<file path="config.mk">
export PLATFORM = sky130hd
export DESIGN_NAME = gyro_accel_angle_kalman_unit
export DESIGN_NICKNAME = d
export VERILOG_FILES = /design/src/design/gak_pkg.sv /design/src/design/gak_div.sv /design/src/design/gyro_accel_angle_kalman_unit.sv
export VERILOG_INCLUDE_DIRS = /design/src /design/src/design
export SDC_FILE = /design/constraint.sdc
export NUM_CORES = 2
export LEC_CHECK = 0
export ABC_AREA = 1
export BUFFER_PORTS_ARGS = -buffer_cell sky130_fd_sc_hd__buf_2
export CAP_MARGIN = 20
export CORE_ASPECT_RATIO = 0.6
export CORE_MARGIN = 2
export CORE_UTILIZATION = 42
export DETAILED_ROUTE_END_ITERATION = 16
export HOLD_SLACK_MARGIN = 0.12
export PLACE_DENSITY_LB_ADDON = 0.1
export SYNTH_ARGS = -nofsm -noshare
export SYNTH_HDL_FRONTEND = slang
export SYNTH_HIERARCHICAL = 1
export SYNTH_SLANG_ARGS = --single-unit
export TNS_END_PERCENT = 30
</file>
<file path="constraint.sdc">
create_clock -name clk -period 19.9 [get_ports clk]
set_input_delay 0.995 -clock clk [delete_from_list [all_inputs] [get_ports clk]]
set_output_delay 0.995 -clock clk [all_outputs]
set_load 0.02 [all_outputs]
</file>
<file path="src/design/gyro_accel_angle_kalman_unit_macros.svh">
// ----------------------------------------------------------------------------
// gyro_accel_angle_kalman_unit assertion macros
// Concurrent check wrappers, clocked on clk and disabled during arst_n reset.
// ----------------------------------------------------------------------------
`ifndef GYRO_ACCEL_ANGLE_KALMAN_UNIT_MACROS_SVH
`define GYRO_ACCEL_ANGLE_KALMAN_UNIT_MACROS_SVH

`ifndef SYNTH
// property that must hold at every clock edge
`define GAK_ASSERT(lbl, prop) \
	lbl: assert property (@(posedge clk) disable iff (!arst_n) (prop)) \
		else $error("gak check failed");
// consequent must hold in the cycle after the antecedent
`define GAK_ASSERT_NEXT(lbl, ante, cons) \
	lbl: assert property (@(posedge clk) disable iff (!arst_n) (ante) |=> (cons)) \
		else $error("gak check failed");
`else
`define GAK_ASSERT(lbl, prop)
`define GAK_ASSERT_NEXT(lbl, ante, cons)
`endif

`endif

</file>
<file path="src/design/gak_pkg.sv">
`timescale 1ns / 1ps
// ----------------------------------------------------------------------------
// gak_pkg
// Shared types, constants and saturation helpers for the angle Kalman filter.
// ----------------------------------------------------------------------------
package gak_pkg;

	// default fixed point format
	localparam int FRAC_BITS_DEF = 16;

	// configuration register indexes
	localparam logic [1:0] CFG_ANGLE_NOISE = 2'd0;
	localparam logic [1:0] CFG_BIAS_NOISE  = 2'd1;
	localparam logic [1:0] CFG_MEAS_NOISE  = 2'd2;

	localparam logic signed [31:0] S32_MAX = 32'sh7fff_ffff;
	localparam logic signed [31:0] S32_MIN = 32'sh8000_0000;

	// sequencer states
	typedef enum logic [4:0] {
		ST_IDLE,
		ST_RATE,
		ST_MDT,
		ST_ANG,
		ST_T1,
		ST_T2,
		ST_T3,
		ST_MT,
		ST_P00,
		ST_P01,
		ST_P10,
		ST_P11,
		ST_SUM,
		ST_DIV0,
		ST_WAIT0,
		ST_DIV1,
		ST_WAIT1,
		ST_ERR,
		ST_MKE,
		ST_ANG2,
		ST_BIAS,
		ST_C00,
		ST_C01,
		ST_C10,
		ST_C11,
		ST_DONE
	} gak_state_t;

	// divider status seen by the sequencer
	typedef struct packed {
		logic busy;
		logic done;
	} gak_div_stat_t;

	// clamp an exact 33-bit sum to the 32-bit signed range
	function automatic logic signed [31:0] sat33(input logic signed [32:0] v);
		if (v[32] != v[31])
			return v[32] ? S32_MIN : S32_MAX;
		return v[31:0];
	endfunction

	// clamp a 64-bit value to the 32-bit signed range
	function automatic logic signed [31:0] sat64(input logic signed [63:0] v);
		if ((v[63:31] != '0) && (v[63:31] != '1))
			return v[63] ? S32_MIN : S32_MAX;
		return v[31:0];
	endfunction

endpackage

</file>
<file path="src/design/gak_div.sv">
`timescale 1ns / 1ps
// ----------------------------------------------------------------------------
// gak_div
// Radix-2 restoring divider for the gain terms: (num << FRAC_BITS) / den,
// truncated toward zero and clamped to 32 bits, one quotient bit per cycle.
// ----------------------------------------------------------------------------
module gak_div #(
	parameter int FRAC_BITS = gak_pkg::FRAC_BITS_DEF
) (
	input  logic                  clk,
	input  logic                  arst_n,
	input  logic                  start,
	input  logic signed [31:0]    num,
	input  logic signed [31:0]    den,
	output gak_pkg::gak_div_stat_t stat,
	output logic signed [31:0]    quo
);
	import gak_pkg::*;

	localparam int DW = 32 + FRAC_BITS;
	localparam int CW = $clog2(DW + 1);

	logic          busy_q;
	logic          done_q;
	logic [CW-1:0] cnt_q;
	logic [DW-1:0] dq_q;
	logic [31:0]   rem_q;
	logic [31:0]   dmag_q;
	logic          neg_q;

	logic [31:0] num_mag;
	logic [31:0] den_mag;
	logic [32:0] rs;
	logic [32:0] rs_sub;
	logic        ge;

	// magnitudes of the operands
	assign num_mag = num[31] ? 32'(-num) : num;
	assign den_mag = den[31] ? 32'(-den) : den;

	// one restoring step
	assign rs     = {rem_q, dq_q[DW-1]};
	assign ge     = rs >= {1'b0, dmag_q};
	assign rs_sub = rs - {1'b0, dmag_q};

	// control
	always_ff @(posedge clk or negedge arst_n) begin
		if (!arst_n) begin
			busy_q <= 1'b0;
			done_q <= 1'b0;
			cnt_q  <= '0;
		end else begin
			done_q <= 1'b0;
			if (start && !busy_q) begin
				busy_q <= 1'b1;
				cnt_q  <= CW'(DW);
			end else if (busy_q) begin
				cnt_q <= cnt_q - CW'(1);
				if (cnt_q == CW'(1)) begin
					busy_q <= 1'b0;
					done_q <= 1'b1;
				end
			end
		end
	end

	// dividend shifts out the top, quotient bits shift in at the bottom
	always_ff @(posedge clk) begin
		if (start && !busy_q) begin
			dq_q   <= {num_mag, FRAC_BITS'(0)};
			rem_q  <= '0;
			dmag_q <= den_mag;
			neg_q  <= num[31] ^ den[31];
		end else if (busy_q) begin
			dq_q  <= {dq_q[DW-2:0], ge};
			rem_q <= ge ? rs_sub[31:0] : rs[31:0];
		end
	end

	// sign and clamp of the finished quotient
	always_comb begin
		if (neg_q) begin
			if (dq_q[DW-1:31] != '0)
				quo = S32_MIN;
			else
				quo = 32'(-signed'({1'b0, dq_q[30:0]}));
		end else begin
			if (dq_q[DW-1:31] != '0)
				quo = S32_MAX;
			else
				quo = signed'({1'b0, dq_q[30:0]});
		end
	end

	assign stat.busy = busy_q;
	assign stat.done = done_q;

endmodule

</file>
<file path="src/design/gyro_accel_angle_kalman_unit.sv">
`timescale 1ns / 1ps
// Q16.16 by default (FRAC_BITS); one item at a time: in_stall stays high from the
// input beat until the result is registered, and a zero gain divisor skips both
// divisions. The two radix-2 gain divisions dominate; every other step runs on a
// shared 32x32 multiplier or saturating adder.
// Reset clears the estimates and covariance and loads the default noise values.
// ----------------------------------------------------------------------------
// gyro_accel_angle_kalman_unit
// Two-state angle/gyro-bias Kalman filter, signed fixed point with saturation,
// run by a small sequencer over one multiplier, one adder and one divider.
// ----------------------------------------------------------------------------
module gyro_accel_angle_kalman_unit #(
	parameter int FRAC_BITS = gak_pkg::FRAC_BITS_DEF
) (
	input  logic               clk,
	input  logic               arst_n,
	// configuration writes
	input  logic               cfg_wr_en,
	input  logic [1:0]         cfg_index,
	input  logic [30:0]        cfg_wdata,
	// input channel
	input  logic               in_valid,
	output logic               in_stall,
	input  logic signed [31:0] accel_angle,
	input  logic signed [31:0] gyro_rate,
	input  logic [16:0]        time_step,
	// output channel
	output logic               out_valid,
	input  logic               out_stall,
	output logic signed [31:0] fused_angle,
	output logic               zero_divisor
);
	import gak_pkg::*;

	`include "gyro_accel_angle_kalman_unit_macros.svh"

	localparam longint Q_ONE = 64'sd1 <<< FRAC_BITS;
	localparam logic [30:0] RST_ANGLE_NOISE = 31'((2 * Q_ONE + 50) / 100);
	localparam logic [30:0] RST_BIAS_NOISE  = 31'((3 * Q_ONE + 500) / 1000);
	localparam logic [30:0] RST_MEAS_NOISE  = 31'((3 * Q_ONE + 50) / 100);
	localparam logic signed [63:0] RND_HALF = 64'sd1 <<< (FRAC_BITS - 1);

	gak_state_t state_q, state_d;

	// configuration
	logic [30:0] angle_noise_q;
	logic [30:0] bias_noise_q;
	logic [30:0] meas_noise_q;

	// filter state
	logic signed [31:0] ang_q, bias_q;
	logic signed [31:0] p00_q, p01_q, p10_q, p11_q;

	// per-item working registers
	logic signed [31:0] accel_q, gyro_q;
	logic [16:0]        dt_q;
	logic signed [31:0] rate_q, t_q, dp_q, s_q, k0_q, k1_q, err_q;
	logic signed [31:0] p00o_q, p01o_q;
	logic               zero_q;

	// output register
	logic               out_valid_q;
	logic signed [31:0] fused_q;
	logic               zdiv_q;

	// shared units
	logic               mul_en;
	logic signed [31:0] mul_a, mul_b;
	logic signed [63:0] prod_c, prod_q, prod_rnd;
	logic signed [31:0] mr;
	logic signed [31:0] add_a, add_b;
	logic               add_neg;
	logic signed [32:0] add_sum;
	logic signed [31:0] add_res;
	logic               div_start;
	logic signed [31:0] div_num;
	logic signed [31:0] div_quo;
	gak_div_stat_t      div_stat;

	logic signed [31:0] dt_s;
	logic               out_free;

	assign dt_s     = signed'({15'd0, dt_q});
	assign out_free = !out_valid_q || !out_stall;

	// multiplier with registered product, then round and clamp
	assign prod_c   = mul_a * mul_b;
	assign prod_rnd = prod_q + RND_HALF;
	assign mr       = sat64(prod_rnd >>> FRAC_BITS);

	always_ff @(posedge clk) begin
		if (mul_en)
			prod_q <= prod_c;
	end

	// saturating adder
	assign add_sum = add_neg ? ({add_a[31], add_a} - {add_b[31], add_b})
	                         : ({add_a[31], add_a} + {add_b[31], add_b});
	assign add_res = sat33(add_sum);

	// gain divider
	gak_div #(
		.FRAC_BITS(FRAC_BITS)
	) u_div (
		.clk   (clk),
		.arst_n(arst_n),
		.start (div_start),
		.num   (div_num),
		.den   (s_q),
		.stat  (div_stat),
		.quo   (div_quo)
	);

	// next state
	always_comb begin
		state_d = state_q;
		case (state_q)
			ST_IDLE:  if (in_valid) state_d = ST_RATE;
			ST_RATE:  state_d = ST_MDT;
			ST_MDT:   state_d = ST_ANG;
			ST_ANG:   state_d = ST_T1;
			ST_T1:    state_d = ST_T2;
			ST_T2:    state_d = ST_T3;
			ST_T3:    state_d = ST_MT;
			ST_MT:    state_d = ST_P00;
			ST_P00:   state_d = ST_P01;
			ST_P01:   state_d = ST_P10;
			ST_P10:   state_d = ST_P11;
			ST_P11:   state_d = ST_SUM;
			ST_SUM:   state_d = (add_res == '0) ? ST_ERR : ST_DIV0;
			ST_DIV0:  state_d = ST_WAIT0;
			ST_WAIT0: if (div_stat.done) state_d = ST_DIV1;
			ST_DIV1:  state_d = ST_WAIT1;
			ST_WAIT1: if (div_stat.done) state_d = ST_ERR;
			ST_ERR:   state_d = ST_MKE;
			ST_MKE:   state_d = ST_ANG2;
			ST_ANG2:  state_d = ST_BIAS;
			ST_BIAS:  state_d = ST_C00;
			ST_C00:   state_d = ST_C01;
			ST_C01:   state_d = ST_C10;
			ST_C10:   state_d = ST_C11;
			ST_C11:   state_d = ST_DONE;
			ST_DONE:  if (out_free) state_d = ST_IDLE;
			default:  state_d = ST_IDLE;
		endcase
	end

	// unit operand selection per step
	always_comb begin
		mul_en    = 1'b0;
		mul_a     = '0;
		mul_b     = '0;
		add_a     = '0;
		add_b     = '0;
		add_neg   = 1'b0;
		div_start = 1'b0;
		div_num   = '0;
		case (state_q)
			ST_RATE: begin
				add_a   = gyro_q;
				add_b   = bias_q;
				add_neg = 1'b1;
			end
			ST_MDT: begin
				mul_en = 1'b1;
				mul_a  = dt_s;
				mul_b  = rate_q;
			end
			ST_ANG: begin
				add_a  = ang_q;
				add_b  = mr;
				mul_en = 1'b1;
				mul_a  = dt_s;
				mul_b  = p11_q;
			end
			ST_T1: begin
				add_a   = mr;
				add_b   = p01_q;
				add_neg = 1'b1;
			end
			ST_T2: begin
				add_a   = t_q;
				add_b   = p10_q;
				add_neg = 1'b1;
			end
			ST_T3: begin
				add_a = t_q;
				add_b = signed'({1'b0, angle_noise_q});
			end
			ST_MT: begin
				mul_en = 1'b1;
				mul_a  = dt_s;
				mul_b  = t_q;
			end
			ST_P00: begin
				add_a  = p00_q;
				add_b  = mr;
				mul_en = 1'b1;
				mul_a  = signed'({1'b0, bias_noise_q});
				mul_b  = dt_s;
			end
			ST_P01: begin
				add_a   = p01_q;
				add_b   = dp_q;
				add_neg = 1'b1;
			end
			ST_P10: begin
				add_a   = p10_q;
				add_b   = dp_q;
				add_neg = 1'b1;
			end
			ST_P11: begin
				add_a = p11_q;
				add_b = mr;
			end
			ST_SUM: begin
				add_a = p00_q;
				add_b = signed'({1'b0, meas_noise_q});
			end
			ST_DIV0: begin
				div_start = 1'b1;
				div_num   = p00_q;
			end
			ST_DIV1: begin
				div_start = 1'b1;
				div_num   = p10_q;
			end
			ST_ERR: begin
				add_a   = accel_q;
				add_b   = ang_q;
				add_neg = 1'b1;
			end
			ST_MKE: begin
				mul_en = 1'b1;
				mul_a  = k0_q;
				mul_b  = err_q;
			end
			ST_ANG2: begin
				add_a  = ang_q;
				add_b  = mr;
				mul_en = 1'b1;
				mul_a  = k1_q;
				mul_b  = err_q;
			end
			ST_BIAS: begin
				add_a  = bias_q;
				add_b  = mr;
				mul_en = 1'b1;
				mul_a  = k0_q;
				mul_b  = p00o_q;
			end
			ST_C00: begin
				add_a   = p00_q;
				add_b   = mr;
				add_neg = 1'b1;
				mul_en  = 1'b1;
				mul_a   = k0_q;
				mul_b   = p01o_q;
			end
			ST_C01: begin
				add_a   = p01_q;
				add_b   = mr;
				add_neg = 1'b1;
				mul_en  = 1'b1;
				mul_a   = k1_q;
				mul_b   = p00o_q;
			end
			ST_C10: begin
				add_a   = p10_q;
				add_b   = mr;
				add_neg = 1'b1;
				mul_en  = 1'b1;
				mul_a   = k1_q;
				mul_b   = p01o_q;
			end
			ST_C11: begin
				add_a   = p11_q;
				add_b   = mr;
				add_neg = 1'b1;
			end
			default: begin
				mul_en = 1'b0;
			end
		endcase
	end

	// sequencer, configuration, filter state and output register
	always_ff @(posedge clk or negedge arst_n) begin
		if (!arst_n) begin
			state_q       <= ST_IDLE;
			angle_noise_q <= RST_ANGLE_NOISE;
			bias_noise_q  <= RST_BIAS_NOISE;
			meas_noise_q  <= RST_MEAS_NOISE;
			ang_q         <= '0;
			bias_q        <= '0;
			p00_q         <= '0;
			p01_q         <= '0;
			p10_q         <= '0;
			p11_q         <= '0;
			out_valid_q   <= 1'b0;
		end else begin
			state_q <= state_d;

			// register writes, indexes past the list are dropped
			if (cfg_wr_en) begin
				case (cfg_index)
					CFG_ANGLE_NOISE: angle_noise_q <= cfg_wdata;
					CFG_BIAS_NOISE:  bias_noise_q  <= cfg_wdata;
					CFG_MEAS_NOISE:  meas_noise_q  <= cfg_wdata;
					default:         ;
				endcase
			end

			// estimate and covariance updates
			case (state_q)
				ST_ANG:  ang_q  <= add_res;
				ST_P00:  p00_q  <= add_res;
				ST_P01:  p01_q  <= add_res;
				ST_P10:  p10_q  <= add_res;
				ST_P11:  p11_q  <= add_res;
				ST_ANG2: ang_q  <= add_res;
				ST_BIAS: bias_q <= add_res;
				ST_C00:  p00_q  <= add_res;
				ST_C01:  p01_q  <= add_res;
				ST_C10:  p10_q  <= add_res;
				ST_C11:  p11_q  <= add_res;
				default: ;
			endcase

			// result beat
			if (state_q == ST_DONE && out_free)
				out_valid_q <= 1'b1;
			else if (!out_stall)
				out_valid_q <= 1'b0;
		end
	end

	// working registers
	always_ff @(posedge clk) begin
		case (state_q)
			ST_IDLE: begin
				if (in_valid) begin
					accel_q <= accel_angle;
					gyro_q  <= gyro_rate;
					dt_q    <= time_step;
				end
			end
			ST_RATE: rate_q <= add_res;
			ST_T1: begin
				t_q  <= add_res;
				dp_q <= mr;
			end
			ST_T2: t_q <= add_res;
			ST_T3: t_q <= add_res;
			ST_SUM: begin
				s_q    <= add_res;
				zero_q <= (add_res == '0);
				k0_q   <= '0;
				k1_q   <= '0;
			end
			ST_WAIT0: if (div_stat.done) k0_q <= div_quo;
			ST_WAIT1: if (div_stat.done) k1_q <= div_quo;
			ST_ERR: begin
				err_q  <= add_res;
				p00o_q <= p00_q;
				p01o_q <= p01_q;
			end
			ST_DONE: begin
				if (out_free) begin
					fused_q <= ang_q;
					zdiv_q  <= zero_q;
				end
			end
			default: ;
		endcase
	end

	assign in_stall     = (state_q != ST_IDLE);
	assign out_valid    = out_valid_q;
	assign fused_angle  = fused_q;
	assign zero_divisor = zdiv_q;

	// checks
	`GAK_ASSERT(a_div_busy_in_wait, !div_stat.busy || state_q == ST_WAIT0 || state_q == ST_WAIT1)
	`GAK_ASSERT(a_zero_gains, !(state_q == ST_ERR && zero_q) || (k0_q == '0 && k1_q == '0))
	`GAK_ASSERT_NEXT(a_beat_from_done, !out_valid_q, !out_valid_q || $past(state_q) == ST_DONE)

endmodule
</file>
# Word level (Yosys, flattened, before mapping)
# Index checks and enable logic that the tools add are counted.
# W data, S select, Z words.
# word_totals
output_inout_bits	35
input_bits	119
register_bits	879
# op_classes
muxes	44
n_eq_ne	35
n_reduce_logical	43
n_addsub	8
bitwise_logic	1
n_lt_le_gt_ge	1
multipliers	1
# ops
op	n
$mux W32	11
$pmux W32 S10	1
$pmux W32 S8	1
$pmux W32 S7	1
$pmux W32 S2	3
$pmux W5 S26	1
$pmux W32 S4	1
$mux W48	2
$add A64 B17 Y64 const B	1
$mul A32 B32 Y64	1
$neg A32 Y32	2
$mux W31	2
$eq A5 B5 Y1 const B	10
$eq A5 B4 Y1 const B	8
$add A32 B32 Y33	1
$ge A33 B32 Y1	1
$mux W33	1
$ne A33 B33 Y1 const B	1
$reduce_bool A33 Y1	1
$sub A32 B32 Y33	1
$logic_not A32 Y1	1
$neg A31 Y32	1
$sub A32 B32 Y32	1
$mux W5	5
27 further kinds	74

# Longest topological paths before layout
# depth
word_depth	14
depth_mapped	53

# Hierarchy
# The synthesis kept the hierarchy.
# by_module_without_submodules
module	cells_per_inst	seq_area_each_um2	area_per_inst_um2	instances
gyro_accel_angle_kalman_unit	7906	20878.8	70898.0	1
gak_div	1598	3113.0	10298.6	1

# Worst setup path before layout
# No wires, ideal clock.
# synth_timing
path_type	register -> register
startpoint	reg state_q[2]
endpoint	reg prod_q[61], data pin
arrival_time_ns	8.580
setup_ns	0.260
required_time_ns	19.640
period_less_slack_ns	8.840
setup_slack_ns	11.060
n_path_buf	3
stages_incl_launch_ff	39
path_cell_list	dfrtp_1 -> nor2_1 -> nand2_1 -> o22ai_1 -> clkbuf_1 -> buf_1 -> a221oi_1 -> nand2_1 -> clkbuf_1 -> nand2_1 -> fa_1 -> inv_1 -> fa_1 -> inv_1 -> fa_1 -> inv_1 -> fa_1 -> inv_1 -> [... 3 more ...] -> fa_1 -> inv_1 -> ha_1 -> nand2_1 -> nor2_1 -> inv_1 -> or4_1 -> o311ai_0 -> nand3_1 -> nand2_1 -> nand3_1 -> nand2_1 -> nand2_1 -> nand2_1 -> nand2_1 -> nor2_1 -> nor2_1 -> xor2_1
# synth_via
elab_chain_cells	4
elab_cells_between_ends	19
# synth_rtl
item	line_no	text
start: declaration	gyro_accel_angle_kalman_unit.sv:43	gak_state_t state_q, state_d;
start signal: assignment	gyro_accel_angle_kalman_unit.sv:302	state_q <= state_d;
$eq A5 B5 Y1, or another cell as far along	gyro_accel_angle_kalman_unit.sv:158	case (state_q)
$reduce_or A2 Y1 (no source line) / $reduce_or A3 Y1 (equally long branches)	--	
$pmux W32 S7 / $pmux W32 S4 (equally long branches)	gyro_accel_angle_kalman_unit.sv:158	
$mul A32 B32 Y64 (*)	gyro_accel_angle_kalman_unit.sv:87	assign prod_c = mul_a * mul_b;
named net prod_c[61]	gyro_accel_angle_kalman_unit.sv:69	logic signed [63:0] prod_c, prod_q, prod_rnd;
end signal: assignment	gyro_accel_angle_kalman_unit.sv:93	prod_q <= prod_c;
end: declaration	gyro_accel_angle_kalman_unit.sv:69	
# The timed path passes the listed nets; every way through them passes the cells marked *.
# A chain may end at the register's enable or synchronous reset.

# Worst setup path in the final report
# layout_timing
startpoint	reg state_q[3]
endpoint	reg prod_q[61], data pin
# The elaborated chain is that of the path after synthesis.

==> results.md <==
- post-layout minimum cycle time: 11.73 ns
- number of levels the H-tree was split into: 3
- run status: complete, no violations
- clock buffer count from CTS: 84
- number of DRC markers after the initial detailed-route iteration: 9227
- CP delay by family, top: adder cells
- number of synthesis warnings: 6
- layout cells sized above 1: 0.0733
- clock transition time at the flip-flop clock pins of the worst setup and hold paths: 0.07 ns
- Die Y-Extent: 345 um
- buffering stage count on the worst path with inverters included: 11
- Mean Syn Cell Area: 8.54 um^2
- Global Route Usage Sum: 0.354
- Die Outline Area: 197000 um^2
- CP arrival: 12.16 ns
- type of the tightest min-delay check: input port to asynchronous set/reset pin
- post-CTS setup repair buffer count: 0
- Final nets: 11026
- die width: 572 um
- antenna violations before repair: 26
- Worst path slowest cell: a221oi_1
- Setup TNS: 0 ns
- routed wire length: 347000 um
- required time at the endpoint of the critical path: 20.33 ns
- final worst clock skew: 0.0363 ns
- cts-stage hold buffer count: 0
- number of clock sinks seen by CTS: 864
- fillcell total: 18929
- maximum clock rate: 85.3 MHz
- TritonCTS clock tree: built
- Worst-Skew Late Latency: 0.70 ns
- largest net degree at the start of global routing: 150
- placed wire-length estimate after detailed placement: 281000 um
- Max Cap Violations: 0
- largest register by flop count: prod_q
- largest fanout of any net on the critical path: 31
- share of the clock period used by the worst path after layout: 0.589
- Area growth, synth to finish: 9.16%
- Final Hold Vio Count: 0
- transition at the pin with the smallest max-transition slack: 1.25 ns
- net count after synthesis: 10956
- number of global-route vias before repair: 64581
- vias: 68513
- buffer depth of the longest clock path: 3
- number of gates given a new drive strength after cts: 0
- wire length of the first global-routing pass: 492000 um
- top-level port count: 154
- combined area of all synthesized cells: 81200 um^2
- remaining global-route overflow: 0
- number of slew-limit violations in the final report: 0
- most common cell type on the critical path: nand2_1
- Initial Utilization: 0.424
- max-slew headroom at the worst pin: 0.163
- fraction of met2 tracks used by global routing: 0.408
- std cell rows: 124
- count of endpoints failing setup in the final report: 0
- routability congestion estimate: 1.00
- unrepaired setup endpoints after global routing: false
- Std-Cell Core Area: 191000 um^2
- count of mapped cells out of synthesis: 9503
- M1 GR Usage: 0.580
- CP Capture Type: register
- port bufs: 153
- startpoint class of the critical path: register
- Top Usage Layer GRT: met1
- Detail Route Antenna Nets: 0
- routed wirelength normalized by instance count: 28.4 um
- DRC viols: 0
- Largest regs: prod_q (49), u_div/dq_q (48)
- via density per instance: 5.60
- Clock Root Buffer: clkbuf_16
- startpoint-to-endpoint class of the critical path: register to register
- met3 capacity usage during global routing: 0.161
- number of flip-flops in the largest register: 49
- slowest stage delay, CP: 0.97 ns
- Pre-Repair DR Iteration Count: 6
-- per-stage QoR --
stage                     instance area (um^2)  std cells  hold slack (ns)   util  setup slack (ns)
final                                    88600      12238            0.214  0.463              8.17
after CTS                                88500      12217            0.224  0.462              7.88
after global routing                     88600      12228            0.216  0.463              7.83
after floorplan                          81200       9503            0.400      -             11.06
after global placement                   85400      12048            0.427  0.446              7.38
after detailed placement                 85500      12059            0.423  0.447              7.88
-- path summary, 6_finish.rpt --
path / startpoint / end / slack [ns] / cells after the start
max: state_q[3] / prod_q[61] / 8.17 / 42
max in group asynchronous: arst_n / angle_noise_q[24] / 17.39 / 3
min reg2reg: zero_q / zero_divisor / 0.43 / 0
min: arst_n / u_div/cnt_q[0] / 0.21 / 1
min in group clk: zero_q / zero_divisor / 0.43 / 0
max reg2reg: state_q[3] / prod_q[61] / 8.17 / 42
-- layout make-up --
type,instances,area (um^2),share of cell area
Timing Repair Buffer,358,2410,0.0272
Tap cell,2583,3230,0.0365
Antenna cell,10,25.0,0.000282
Sequential cell,864,24000,0.271
Clock buffer,115,2400,0.0271
Clock inverter,43,576,0.00649
Multi-Input combinational cell,6305,48600,0.549
Inverter,1960,7360,0.0830
-- layer usage --
layer / up-vias / wire, um / part of all wire
met5: - / 479 / 0.0014
met4: 32 / 5850 / 0.017
met3: 340 / 55800 / 0.16
met2: 4059 / 119000 / 0.34
met1: 34494 / 166000 / 0.48
li1: 29588 / - / -
-- cell usage in the layout (no fill, tap or decap), types with 17 or more instances in the layout --
master,instances
edfxtp_1,517
a21oi_1,211
xor2_1,139
inv_2,34
ha_1,251
nor2_2,36
a22o_1,21
nand4_1,85
nor2_1,717
inv_1,1903
o22ai_1,140
buf_2,157
nor4_1,21
o21ai_0,504
nand3b_1,31
o31ai_1,21
clkbuf_1,18
clkbuf_16,90
nand3_1,233
nand2_2,36
nor3_1,48
dfstp_2,19
xnor2_1,82
dfxtp_1,48
buf_4,189
a2111oi_0,18
fa_1,1083
a221oi_1,74
dfrtp_1,279
clkinv_1,25
o2111ai_1,17
nand2_1,2333
a211oi_1,21
-- worst register-to-register path: cells and delay by family, from the launching register on --
family	cells	cell delay, ns
flops	1	0.43
fa+ha+maj	9	4.33
compound gates	4	2.22
xor+xnor	1	0.15
buf+inv	11	1.88
simple gates	17	2.49
Power is not shown: default switching activity piles up to over one toggle a cycle in this logic, so the estimate is an artifact.
